File: src/sv/cmsb_pkg.sv
package cmsb_pkg;

  localparam int MAX_LENGTH = 1024;
  localparam int VALUE_W    = 32;
  localparam int IDX_W      = $clog2(MAX_LENGTH);
  localparam int LEN_W      = IDX_W + 1;
  localparam int SUM_W      = 64;
  // Reduction steps done in the second modulo stage; the rest go in the first.
  localparam int MOD_SPLIT  = LEN_W / 2;

  // Everything the end-of-sequence selection needs, taken at the last word.
  typedef struct packed {
    logic [SUM_W-1:0]   total;
    logic [VALUE_W-1:0] peak_val;
    logic [IDX_W-1:0]   peak_idx;
    logic [VALUE_W-1:0] trough_val;
    logic [IDX_W-1:0]   trough_idx;
    logic [SUM_W-1:0]   hbest;
    logic [IDX_W-1:0]   hstart;
    logic [IDX_W-1:0]   hend;
    logic [SUM_W-1:0]   lbest;
    logic [IDX_W-1:0]   lstart;
    logic [IDX_W-1:0]   lend;
    logic [LEN_W-1:0]   len;
  } snap_t;

  // Two dividends reduced modulo a common length.
  typedef struct packed {
    logic [LEN_W-1:0] ds;
    logic [LEN_W-1:0] de;
    logic [LEN_W-1:0] len;
  } job_t;

  // One restoring step: take off len << k when it fits.
  function automatic logic [LEN_W-1:0] mod_step(input logic [LEN_W-1:0] d,
                                                input logic [LEN_W-1:0] len,
                                                input int k);
    logic [2*LEN_W-1:0] sh;
    logic [2*LEN_W-1:0] dw;
    sh = {{LEN_W{1'b0}}, len} << k;
    dw = {{LEN_W{1'b0}}, d};
    if (dw >= sh) begin
      return LEN_W'(dw - sh);
    end
    return d;
  endfunction

endpackage

File: src/sv/cmsb_if.sv
interface cmsb_in_if;
  logic                         valid;
  logic                         ready;
  logic [cmsb_pkg::VALUE_W-1:0] value;
  logic                         last;

  modport source (output valid, output value, output last, input ready);
  modport sink (input valid, input value, input last, output ready);
endinterface

interface cmsb_out_if;
  logic                       valid;
  logic                       ready;
  logic [cmsb_pkg::IDX_W-1:0] start_index;
  logic [cmsb_pkg::IDX_W-1:0] end_index;

  modport source (output valid, output start_index, output end_index, input ready);
  modport sink (input valid, input start_index, input end_index, output ready);
endinterface

File: src/sv/circular_max_subarray_bounds_core.sv
// A result moves from the input register via snapshot, selection and modulo to output.
// Throughput: one word per cycle unless stalled by the output; a new sequence may start
// right after a last word. The accumulators, the end-of-sequence selection and wrap
// arithmetic, and the two-stage modulo on the indices are each registered.
// Reset: synchronous, active-low rst_n empties every stage and clears the accumulators.
module circular_max_subarray_bounds_core (
  input  logic       clk,
  input  logic       rst_n,
  cmsb_in_if.sink    in_ch,
  cmsb_out_if.source out_ch
);
  import cmsb_pkg::*;

  // Snapshot of the running state at a last word, handed to the selection.
  logic  snap_v;
  snap_t snap;
  logic  ld_s1;

  // Start/end dividends and the length they are reduced by.
  logic  job_v;
  job_t  job;
  logic  ld_s3;

  // Input register, position counter, total, peak/trough and both Kadane runs.
  // The accumulators clear themselves as the last word is folded in, so the
  // next sequence can follow with no gap.
  cmsb_acc u_acc (
    .clk    (clk),
    .rst_n  (rst_n),
    .in_ch  (in_ch),
    .ld_s1  (ld_s1),
    .snap_v (snap_v),
    .snap   (snap)
  );

  // Hold the snapshot, then pick between peak element, linear run and wrap run.
  // The wrap run spans from just after the min run to just before it.
  cmsb_sel u_sel (
    .clk    (clk),
    .rst_n  (rst_n),
    .snap_v (snap_v),
    .snap   (snap),
    .ld_s1  (ld_s1),
    .ld_s3  (ld_s3),
    .job_v  (job_v),
    .job    (job)
  );

  // Reduce both indices modulo the sequence length and drive the result word;
  // the output register lets new words enter while a result waits.
  cmsb_mod u_mod (
    .clk    (clk),
    .rst_n  (rst_n),
    .job_v  (job_v),
    .job    (job),
    .ld_s3  (ld_s3),
    .out_ch (out_ch)
  );

endmodule

File: src/sv/cmsb_acc.sv
module cmsb_acc (
  input  logic            clk,
  input  logic            rst_n,
  cmsb_in_if.sink         in_ch,
  input  logic            ld_s1,
  output logic            snap_v,
  output cmsb_pkg::snap_t snap
);
  import cmsb_pkg::*;

  logic               s0_v_r;
  logic [VALUE_W-1:0] value_r;
  logic               last_r;
  logic               s0_go;

  logic               loaded_r;
  logic [IDX_W-1:0]   pos_r;
  logic [SUM_W-1:0]   total_r;
  logic [VALUE_W-1:0] peak_val_r;
  logic [IDX_W-1:0]   peak_idx_r;
  logic [VALUE_W-1:0] trough_val_r;
  logic [IDX_W-1:0]   trough_idx_r;
  logic [SUM_W-1:0]   hrun_r;
  logic [IDX_W-1:0]   hstart_r;
  logic [SUM_W-1:0]   hbest_r;
  logic [IDX_W-1:0]   hbs_r;
  logic [IDX_W-1:0]   hbe_r;
  logic [SUM_W-1:0]   lrun_r;
  logic [IDX_W-1:0]   lstart_r;
  logic [SUM_W-1:0]   lbest_r;
  logic [IDX_W-1:0]   lbs_r;
  logic [IDX_W-1:0]   lbe_r;

  logic [SUM_W-1:0]   v_ext;
  logic [IDX_W-1:0]   pos_next;
  logic [SUM_W-1:0]   total_new;
  logic               peak_upd;
  logic               trough_upd;
  logic [VALUE_W-1:0] peak_val_new;
  logic [IDX_W-1:0]   peak_idx_new;
  logic [VALUE_W-1:0] trough_val_new;
  logic [IDX_W-1:0]   trough_idx_new;
  logic [SUM_W-1:0]   hsum;
  logic [SUM_W-1:0]   hrun_new;
  logic [IDX_W-1:0]   hstart_new;
  logic               hupd;
  logic [SUM_W-1:0]   hbest_new;
  logic [IDX_W-1:0]   hbs_new;
  logic [IDX_W-1:0]   hbe_new;
  logic [SUM_W-1:0]   lsum;
  logic [SUM_W-1:0]   lrun_new;
  logic [IDX_W-1:0]   lstart_new;
  logic               lupd;
  logic [SUM_W-1:0]   lbest_new;
  logic [IDX_W-1:0]   lbs_new;
  logic [IDX_W-1:0]   lbe_new;

  // A last word waits here until the snapshot stage is free.
  assign s0_go       = s0_v_r && (!last_r || ld_s1);
  assign in_ch.ready = !s0_v_r || s0_go;
  assign snap_v      = s0_v_r && last_r;

  always_ff @(posedge clk) begin
    if (!rst_n) begin
      s0_v_r <= 1'b0;
    end else if (in_ch.ready) begin
      s0_v_r <= in_ch.valid;
    end
  end

  always_ff @(posedge clk) begin
    if (in_ch.valid && in_ch.ready) begin
      value_r <= in_ch.value;
      last_r  <= in_ch.last;
    end
  end

  always_comb begin
    v_ext    = {{(SUM_W-VALUE_W){value_r[VALUE_W-1]}}, value_r};
    pos_next = (pos_r == IDX_W'(MAX_LENGTH - 1)) ? '0 : pos_r + 1'b1;

    total_new  = total_r + v_ext;
    peak_upd   = !loaded_r || ($signed(value_r) > $signed(peak_val_r));
    trough_upd = !loaded_r || ($signed(value_r) < $signed(trough_val_r));
    peak_val_new   = peak_upd ? value_r : peak_val_r;
    peak_idx_new   = peak_upd ? pos_r : peak_idx_r;
    trough_val_new = trough_upd ? value_r : trough_val_r;
    trough_idx_new = trough_upd ? pos_r : trough_idx_r;

    // Max run: drop it once it goes negative.
    hsum = hrun_r + v_ext;
    if (hsum[SUM_W-1]) begin
      hrun_new   = '0;
      hstart_new = pos_next;
    end else begin
      hrun_new   = hsum;
      hstart_new = hstart_r;
    end
    hupd      = $signed(hrun_new) > $signed(hbest_r);
    hbest_new = hupd ? hrun_new : hbest_r;
    hbs_new   = hupd ? hstart_new : hbs_r;
    hbe_new   = hupd ? pos_r : hbe_r;

    // Min run: drop it once it goes positive.
    lsum = lrun_r + v_ext;
    if (!lsum[SUM_W-1] && (lsum != '0)) begin
      lrun_new   = '0;
      lstart_new = pos_next;
    end else begin
      lrun_new   = lsum;
      lstart_new = lstart_r;
    end
    lupd      = $signed(lrun_new) < $signed(lbest_r);
    lbest_new = lupd ? lrun_new : lbest_r;
    lbs_new   = lupd ? lstart_new : lbs_r;
    lbe_new   = lupd ? pos_r : lbe_r;

    snap.total      = total_new;
    snap.peak_val   = peak_val_new;
    snap.peak_idx   = peak_idx_new;
    snap.trough_val = trough_val_new;
    snap.trough_idx = trough_idx_new;
    snap.hbest      = hbest_new;
    snap.hstart     = hbs_new;
    snap.hend       = hbe_new;
    snap.lbest      = lbest_new;
    snap.lstart     = lbs_new;
    snap.lend       = lbe_new;
    snap.len        = {1'b0, pos_r} + 1'b1;
  end

  always_ff @(posedge clk) begin
    if (!rst_n || (s0_go && last_r)) begin
      loaded_r     <= 1'b0;
      pos_r        <= '0;
      total_r      <= '0;
      peak_val_r   <= '0;
      peak_idx_r   <= '0;
      trough_val_r <= '0;
      trough_idx_r <= '0;
      hrun_r       <= '0;
      hstart_r     <= '0;
      hbest_r      <= '0;
      hbs_r        <= '0;
      hbe_r        <= '0;
      lrun_r       <= '0;
      lstart_r     <= '0;
      lbest_r      <= '0;
      lbs_r        <= '0;
      lbe_r        <= '0;
    end else if (s0_go) begin
      loaded_r     <= 1'b1;
      pos_r        <= pos_next;
      total_r      <= total_new;
      peak_val_r   <= peak_val_new;
      peak_idx_r   <= peak_idx_new;
      trough_val_r <= trough_val_new;
      trough_idx_r <= trough_idx_new;
      hrun_r       <= hrun_new;
      hstart_r     <= hstart_new;
      hbest_r      <= hbest_new;
      hbs_r        <= hbs_new;
      hbe_r        <= hbe_new;
      lrun_r       <= lrun_new;
      lstart_r     <= lstart_new;
      lbest_r      <= lbest_new;
      lbs_r        <= lbs_new;
      lbe_r        <= lbe_new;
    end
  end

  a_clear_after_last: assert property (@(posedge clk) disable iff (!rst_n)
    s0_go && last_r |=> !loaded_r && (pos_r == '0) && (total_r == '0))
    else $error("accumulators not cleared after last word");

  a_hbest_nonneg: assert property (@(posedge clk) disable iff (!rst_n)
    !hbest_r[SUM_W-1])
    else $error("best max run went negative");

  a_lbest_nonpos: assert property (@(posedge clk) disable iff (!rst_n)
    hbest_r[SUM_W-1] || (lbest_r[SUM_W-1] || (lbest_r == '0)))
    else $error("best min run went positive");

endmodule

File: src/sv/cmsb_sel.sv
module cmsb_sel (
  input  logic            clk,
  input  logic            rst_n,
  input  logic            snap_v,
  input  cmsb_pkg::snap_t snap,
  output logic            ld_s1,
  input  logic            ld_s3,
  output logic            job_v,
  output cmsb_pkg::job_t  job
);
  import cmsb_pkg::*;

  logic             s1_v_r;
  snap_t            s1_r;
  logic             s2_v_r;
  job_t             s2_r;
  logic             ld_s2;

  logic [SUM_W-1:0] low_sum;
  logic [IDX_W-1:0] low_s;
  logic [IDX_W-1:0] low_e;
  logic [SUM_W-1:0] wrap_sum;
  logic             lin_wins;
  job_t             job_nxt;

  assign ld_s2 = !s2_v_r || ld_s3;
  assign ld_s1 = !s1_v_r || ld_s2;
  assign job_v = s2_v_r;
  assign job   = s2_r;

  always_ff @(posedge clk) begin
    if (!rst_n) begin
      s1_v_r <= 1'b0;
      s2_v_r <= 1'b0;
    end else begin
      if (ld_s1) begin
        s1_v_r <= snap_v;
      end
      if (ld_s2) begin
        s2_v_r <= s1_v_r;
      end
    end
  end

  always_comb begin
    // With no negative element the min run is the smallest element alone.
    if (!s1_r.trough_val[VALUE_W-1]) begin
      low_sum = {{(SUM_W-VALUE_W){1'b0}}, s1_r.trough_val};
      low_s   = s1_r.trough_idx;
      low_e   = s1_r.trough_idx;
    end else begin
      low_sum = s1_r.lbest;
      low_s   = s1_r.lstart;
      low_e   = s1_r.lend;
    end
    wrap_sum = s1_r.total - low_sum;
    lin_wins = $signed(s1_r.hbest) >= $signed(wrap_sum);

    // An all-ones length leaves the index untouched in the modulo stages.
    if ($signed(s1_r.peak_val) <= 0) begin
      job_nxt.ds  = {1'b0, s1_r.peak_idx};
      job_nxt.de  = {1'b0, s1_r.peak_idx};
      job_nxt.len = '1;
    end else if (lin_wins) begin
      job_nxt.ds  = {1'b0, s1_r.hstart};
      job_nxt.de  = {1'b0, s1_r.hend};
      job_nxt.len = '1;
    end else begin
      job_nxt.ds  = {1'b0, low_e} + 1'b1;
      job_nxt.de  = {1'b0, low_s} + s1_r.len - 1'b1;
      job_nxt.len = s1_r.len;
    end
  end

  always_ff @(posedge clk) begin
    if (ld_s1) begin
      s1_r <= snap;
    end
    if (ld_s2) begin
      s2_r <= job_nxt;
    end
  end

endmodule

File: src/sv/cmsb_mod.sv
module cmsb_mod (
  input  logic           clk,
  input  logic           rst_n,
  input  logic           job_v,
  input  cmsb_pkg::job_t job,
  output logic           ld_s3,
  cmsb_out_if.source     out_ch
);
  import cmsb_pkg::*;

  logic             s3_v_r;
  job_t             s3_r;
  logic             out_v_r;
  logic [IDX_W-1:0] s_r;
  logic [IDX_W-1:0] e_r;
  logic             ld_out;
  job_t             s3_nxt;
  logic [LEN_W-1:0] s_nxt;
  logic [LEN_W-1:0] e_nxt;

  assign ld_out = !out_v_r || out_ch.ready;
  assign ld_s3  = !s3_v_r || ld_out;

  assign out_ch.valid       = out_v_r;
  assign out_ch.start_index = s_r;
  assign out_ch.end_index   = e_r;

  // Upper reduction steps.
  always_comb begin
    s3_nxt = job;
    for (int k = LEN_W - 1; k >= MOD_SPLIT; k--) begin
      s3_nxt.ds = mod_step(s3_nxt.ds, job.len, k);
      s3_nxt.de = mod_step(s3_nxt.de, job.len, k);
    end
  end

  // Lower reduction steps.
  always_comb begin
    s_nxt = s3_r.ds;
    e_nxt = s3_r.de;
    for (int k = MOD_SPLIT - 1; k >= 0; k--) begin
      s_nxt = mod_step(s_nxt, s3_r.len, k);
      e_nxt = mod_step(e_nxt, s3_r.len, k);
    end
  end

  always_ff @(posedge clk) begin
    if (!rst_n) begin
      s3_v_r  <= 1'b0;
      out_v_r <= 1'b0;
    end else begin
      if (ld_s3) begin
        s3_v_r <= job_v;
      end
      if (ld_out) begin
        out_v_r <= s3_v_r;
      end
    end
  end

  always_ff @(posedge clk) begin
    if (ld_s3) begin
      s3_r <= s3_nxt;
    end
    if (ld_out) begin
      s_r <= s_nxt[IDX_W-1:0];
      e_r <= e_nxt[IDX_W-1:0];
    end
  end

  a_s3_hold: assert property (@(posedge clk) disable iff (!rst_n)
    s3_v_r && !ld_out |=> s3_v_r && $stable(s3_r))
    else $error("modulo stage lost its word under stall");

endmodule
File: src/flat_wrapper.sv
// flat-port wrapper written by rule: the top's interface ports become plain ports
module circular_max_subarray_bounds_core_flat import cmsb_pkg::*;
  (clk, rst_n, in_ch_valid, in_ch_value, in_ch_last, in_ch_ready, out_ch_valid, out_ch_start_index, out_ch_end_index, out_ch_ready);
  cmsb_in_if in_ch_i ();
  cmsb_out_if out_ch_i ();
  input  logic clk;
  input  logic rst_n;
  input wire logic [$bits(in_ch_i.valid)-1:0] in_ch_valid;
  input wire logic [$bits(in_ch_i.value)-1:0] in_ch_value;
  input wire logic [$bits(in_ch_i.last)-1:0] in_ch_last;
  output wire logic [$bits(in_ch_i.ready)-1:0] in_ch_ready;
  output wire logic [$bits(out_ch_i.valid)-1:0] out_ch_valid;
  output wire logic [$bits(out_ch_i.start_index)-1:0] out_ch_start_index;
  output wire logic [$bits(out_ch_i.end_index)-1:0] out_ch_end_index;
  input wire logic [$bits(out_ch_i.ready)-1:0] out_ch_ready;
  assign in_ch_i.valid = in_ch_valid;
  assign in_ch_i.value = in_ch_value;
  assign in_ch_i.last = in_ch_last;
  assign in_ch_ready = in_ch_i.ready;
  assign out_ch_valid = out_ch_i.valid;
  assign out_ch_start_index = out_ch_i.start_index;
  assign out_ch_end_index = out_ch_i.end_index;
  assign out_ch_i.ready = out_ch_ready;
  circular_max_subarray_bounds_core u_core (.clk(clk), .rst_n(rst_n), .in_ch(in_ch_i), .out_ch(out_ch_i));
endmodule
File: config.mk
export PLATFORM = sky130hd
export DESIGN_NAME = circular_max_subarray_bounds_core_flat
export DESIGN_NICKNAME = d
export VERILOG_FILES = /design/src/sv/cmsb_pkg.sv /design/src/sv/cmsb_if.sv /design/src/sv/circular_max_subarray_bounds_core.sv /design/src/sv/cmsb_acc.sv /design/src/sv/cmsb_sel.sv /design/src/sv/cmsb_mod.sv /design/src/flat_wrapper.sv
export SDC_FILE = /design/constraint.sdc
export NUM_CORES = 2
export LEC_CHECK = 0
export BUFFER_PORTS_ARGS = -buffer_cell sky130_fd_sc_hd__buf_2
export CAP_MARGIN = 10
export CELL_PAD_IN_SITES_DETAIL_PLACEMENT = 1
export CELL_PAD_IN_SITES_GLOBAL_PLACEMENT = 1
export CORE_ASPECT_RATIO = 1.1
export CORE_MARGIN = 1
export CORE_UTILIZATION = 46
export CTS_CLUSTER_SIZE = 24
export DETAILED_ROUTE_END_ITERATION = 12
export PLACE_DENSITY = 0.77
export REMOVE_ABC_BUFFERS = 1
export SYNTH_ARGS = -nofsm -noshare
export SYNTH_HDL_FRONTEND = slang
export SYNTH_SLANG_ARGS = --single-unit
File: constraint.sdc
create_clock -name clk -period 12.64 [get_ports clk]
set_clock_uncertainty 0.1 [all_clocks]
set_input_delay 2.528 -clock clk [delete_from_list [all_inputs] [get_ports clk]]
set_output_delay 2.528 -clock clk [all_outputs]
set_load 0.1 [all_outputs]
==> impl_summary.txt <==
----------------------------------------------------
[Worst setup path]
  Kind of critical path ... flop to flop
  Req. time, crit path ... 13.05 ns
  Cell with the largest stage delay on the worst path ... sky130_fd_sc_hd__edfxtp_1
  Setup crit end kind ... flop
  Critical Path Most Common Cell ... sky130_fd_sc_hd__a21o_1
  Worst reg2reg path startpoint ... u_core.u_mod.s3_r[1]$_DFFE_PP_
  Largest stage delay on the critical path ... 0.41 ns
  Timing startpoint of the critical path ... u_core.u_mod.s3_r[1]$_DFFE_PP_
  Startpoint Class ... flop
  Crit path arrival time ... about 12 ns
  Max FO, Critical Path ... 6

[Yosys]
  Syn Area/Cell ... roughly 9.1 sq um
  Yosys cell types ... 89
  Flip-flop and latch count after synthesis ... 925
  Netlist area before placement ... 62200 sq um
  Warning count from the yosys run ... 0
  Top FF cell, synth ... sky130_fd_sc_hd__dfxtp_1
  Post-synthesis async set-or-reset flop share ... 0
  Post-Syn Instances ... between 6000 and 7000
  Post-synthesis sequential area ratio ... 0.369
  Number of flops mapped to enable cells by yosys ... 446

[Drt]
  Average via count per standard cell ... 5.99
  Average wire per standard cell ... roughly 23 um
  Total wire length after detailed routing ... 202000 um
  Final antenna-violating net count ... 0
  First-iteration detailed-routing DRC count ... 2862
  Overall via count from detail_route ... 52100
  Drc violations ... 0
  Count of TritonRoute iterations in the first routing pass ... 9

[Final layout]
  Count of non-filler cells in the finished layout ... 8708
  Fraction of final layout cells sized beyond drive strength 1 ... 0.0910
  Post-layout utilization of the core ... 0.511
  Final antenna diode count ... 0
  Fin nets ... roughly 7500
  Syn-to-layout area delta ... 10.2%

[GRT]
  Number of antenna violations at the first check in global routing ... 1
  Total Routing Usage GR ... 0.290
  Overflow left after global routing ... 0
  Number of global-route vias before repair ... 55300
  First-pass GRT wire length ... 314000 um
  Largest net degree at the start of global routing ... 184

[STA]
  Setup TNS ... 0 ns
  Number of pins with negative max-slew slack in the final report ... 0
  Number of setup violations in the final report ... 0
  Fmax ... 0.0847 GHz
  RSZ-0062 raised after global routing ... no
  Period utilisation layout ... 0.934
  Minimum period implied by the final worst setup slack ... approximately 12 ns
  Relative slew slack ... 0.186
  Measured slew at the worst slew-check pin ... 1.22 ns
  Final hold viol count ... 0

[Die]
  Row count ... about 140
  Core area ... 134000 sq um
  Total die area ... approximately 140000 sq um
  Top Ports ... 59
  Initial core utilization ... 0.463
  Die boundary width ... 353 um
  Vert. Die Dim ... 388 um

[Placement]
  Total instance count after detailed placement ... 8498
  Count of input and output buffers ... 58
  Global placer's final weighted congestion ... 0.917
  Post-DP HPWL ... 149000 um

[Run]
  Max-cap violations ... 0

[Clocking]
  Number of buffers added to fix hold violations after cts ... 0
  Deepest level of the CTS H-tree ... 3
  Insertion delay to the later sink of the worst-skew pair ... around 0.77 ns
  Sink count of the clock tree ... 925
  TritonCTS clock tree ... done
  Clock transition at the register clock pins on the worst setup and hold paths after CTS ... ~0.06 ns
  CTS max path bufs ... 3
  Root buffer cell ... sky130_fd_sc_hd__clkbuf_16
  Total clock buffers created by CTS ... approximately 110

[Hold path]
  Hold path startpoint ... u_core.u_sel.job[26]$_DFFE_PP_
  Min-delay worst type ... flop to flop

[Run status]
  Status ... completed

[Power]
  Final Power ... roughly 12 mW
  Worst IR Drop VDD ... 0.171 mV
  Total leakage power ... 30.1 nW
  Power per cell area ... 174 nW/um^2

----------------------------------------------------
## kinds of logic (layout without fill, tap and decap cells)
family          after synthesis  in the layout  share of synthesized area
fa+ha+maj                   681            681                      0.140
mux                         420            420                     0.0719
compound gates             1840           1840                      0.189
buf+inv                     718            825                     0.0439
flops                       925            925                      0.369
simple gates               1914           1916                      0.142
other cells                   1              1                  0.0000603
xor+xnor                    313            313                     0.0441
## cell usage in the layout (no fill, tap or decap), drive strengths merged, types with 100 or more instances in the layout
cell / netlist / final
a21o: 250 / 250
a21oi: 519 / 519
buf: 48 / 174
clkbuf: 221 / 137
dfxtp: 479 / 479
edfxtp: 446 / 446
ha: 658 / 658
inv: 449 / 456
mux2: 214 / 214
mux2i: 206 / 206
nand2: 766 / 767
nand3: 115 / 115
nand4: 114 / 114
nor2: 438 / 438
nor2b: 100 / 100
o21ai: 484 / 484
xnor2: 187 / 187
xor2: 126 / 126
## stage by stage
stage | worst slack (ns) | instance area (sq um) | hold slack, ns
floorplan | -10.61 | 61200 | 0.317
global placement | -0.0274 | 64800 | 0.330
detailed placement | -0.496 | 64800 | 0.341
CTS | 0.0314 | 68500 | 0.349
global route | 0.0120 | 68600 | 0.353
finish | 0.839 | 68600 | 0.354
## synth_stat cells, types with 13 or more instances
master	count	area, sq um
sky130_fd_sc_hd__a211o_1	21	184
sky130_fd_sc_hd__nand2b_1	68	425
sky130_fd_sc_hd__o32ai_1	45	394
sky130_fd_sc_hd__o21ai_0	447	2240
sky130_fd_sc_hd__inv_1	449	1690
sky130_fd_sc_hd__nand4_1	114	713
sky130_fd_sc_hd__a21boi_0	37	278
sky130_fd_sc_hd__a221o_1	13	130
sky130_fd_sc_hd__nand2_1	765	2870
sky130_fd_sc_hd__a211oi_1	48	360
sky130_fd_sc_hd__edfxtp_1	446	13400
sky130_fd_sc_hd__o21bai_1	38	285
sky130_fd_sc_hd__o211ai_1	24	180
sky130_fd_sc_hd__buf_1	30	113
sky130_fd_sc_hd__xnor2_1	187	1640
sky130_fd_sc_hd__o21a_1	66	495
sky130_fd_sc_hd__clkbuf_1	221	830
sky130_fd_sc_hd__or2_2	18	113
sky130_fd_sc_hd__and4_1	18	158
sky130_fd_sc_hd__and2_1	47	294
sky130_fd_sc_hd__nor2_1	437	1640
sky130_fd_sc_hd__a22o_1	65	569
sky130_fd_sc_hd__a21oi_1	519	2600
sky130_fd_sc_hd__fa_1	23	460
sky130_fd_sc_hd__dfxtp_1	479	9590
sky130_fd_sc_hd__nand3_1	114	571
sky130_fd_sc_hd__a31oi_1	31	194
sky130_fd_sc_hd__a21o_1	250	1880
sky130_fd_sc_hd__and3_1	37	231
sky130_fd_sc_hd__buf_2	14	70.1
sky130_fd_sc_hd__mux2_2	208	2340
sky130_fd_sc_hd__or3_1	39	244
sky130_fd_sc_hd__nor2b_1	100	626
sky130_fd_sc_hd__o2bb2ai_1	15	131
sky130_fd_sc_hd__o31ai_1	50	375
sky130_fd_sc_hd__nor4_1	29	181
sky130_fd_sc_hd__mux2i_1	206	2060
sky130_fd_sc_hd__xor2_1	126	1100
sky130_fd_sc_hd__o21ai_1	37	185
sky130_fd_sc_hd__nor3_1	90	450
sky130_fd_sc_hd__o2111ai_1	13	114
sky130_fd_sc_hd__ha_1	658	8230
## flip-flops by register name (all words and copies together), names as in the netlist, 32 cells and up
register and cells:
u_core.u_acc.hbest_r 64, u_core.u_acc.hrun_r 63, u_core.u_acc.lbest_r 64, u_core.u_acc.lrun_r 64
u_core.u_acc.peak_val_r 32, u_core.u_acc.total_r 64, u_core.u_acc.trough_val_r 32, u_core.u_acc.value_r 32
u_core.u_mod.s3_r 33, u_core.u_sel.job 33, u_core.u_sel.s1_r 327
## final timing paths
| path | cells after the start | slack, ns | endpoint |
|---|---|---|---|
| hold / removal | 0 | 0.35 | u_core.u_mod.s3_r[26]$_DFFE_PP_ |
| setup reg to reg | 61 | 0.84 | u_core.u_mod.out_ch.start_index[1]$_DFFE_PP_ |
| hold reg to reg | 0 | 0.35 | u_core.u_mod.s3_r[26]$_DFFE_PP_ |
| setup / recovery | 61 | 0.84 | u_core.u_mod.out_ch.start_index[1]$_DFFE_PP_ |
## worst max-delay path, delay by kind of cell (launching register included)
family                     cells  cell delay, ns
adders and majority gates      5            1.38
and+or+nand+nor               10            1.15
AOI/OAI and AO/OA             38            6.80
muxes                          4            1.30
DFF                            1            0.41
buffers and inverters          4            0.42
## where the power goes
| part | internal, mW | total [mW] | switching, mW |
|---|---|---|---|
| logic | 1.79 | 4.89 | 3.10 |
| clock network | 1.87 | 3.27 | 1.40 |
| registers | 3.56 | 3.78 | 0.221 |
| total | 7.22 | 11.9 | 4.72 |
## what timing repair did
| action | in CTS | in global routing |
|---|---|---|
| cloned | 1 | 1 |
| pin swaps | 1 | 6 |
| setup buffers | 2 | 4 |
| resized for setup | 9 | 39 |
| setup endpoints to repair | 10 | 20 |
## metal layers
metal,GRT usage,share of wire,up-vias
met4,0.144,0.053,2
met3,0.0302,0.033,425
met1,0.332,0.41,26000
li1,-,-,24800
met2,0.534,0.51,963
met5,0,0.000094,-
## area by class of cell
class,count,area (sq um)
fill,15400,65700
multi-input combinational,5171,36700
sequential,925,23000
clock buffer,137,2900
tap,1787,2240
inverter,449,1690
timing repair buffer,174,1250
clock inverter,65,774
(Power assumes the default switching activity.)
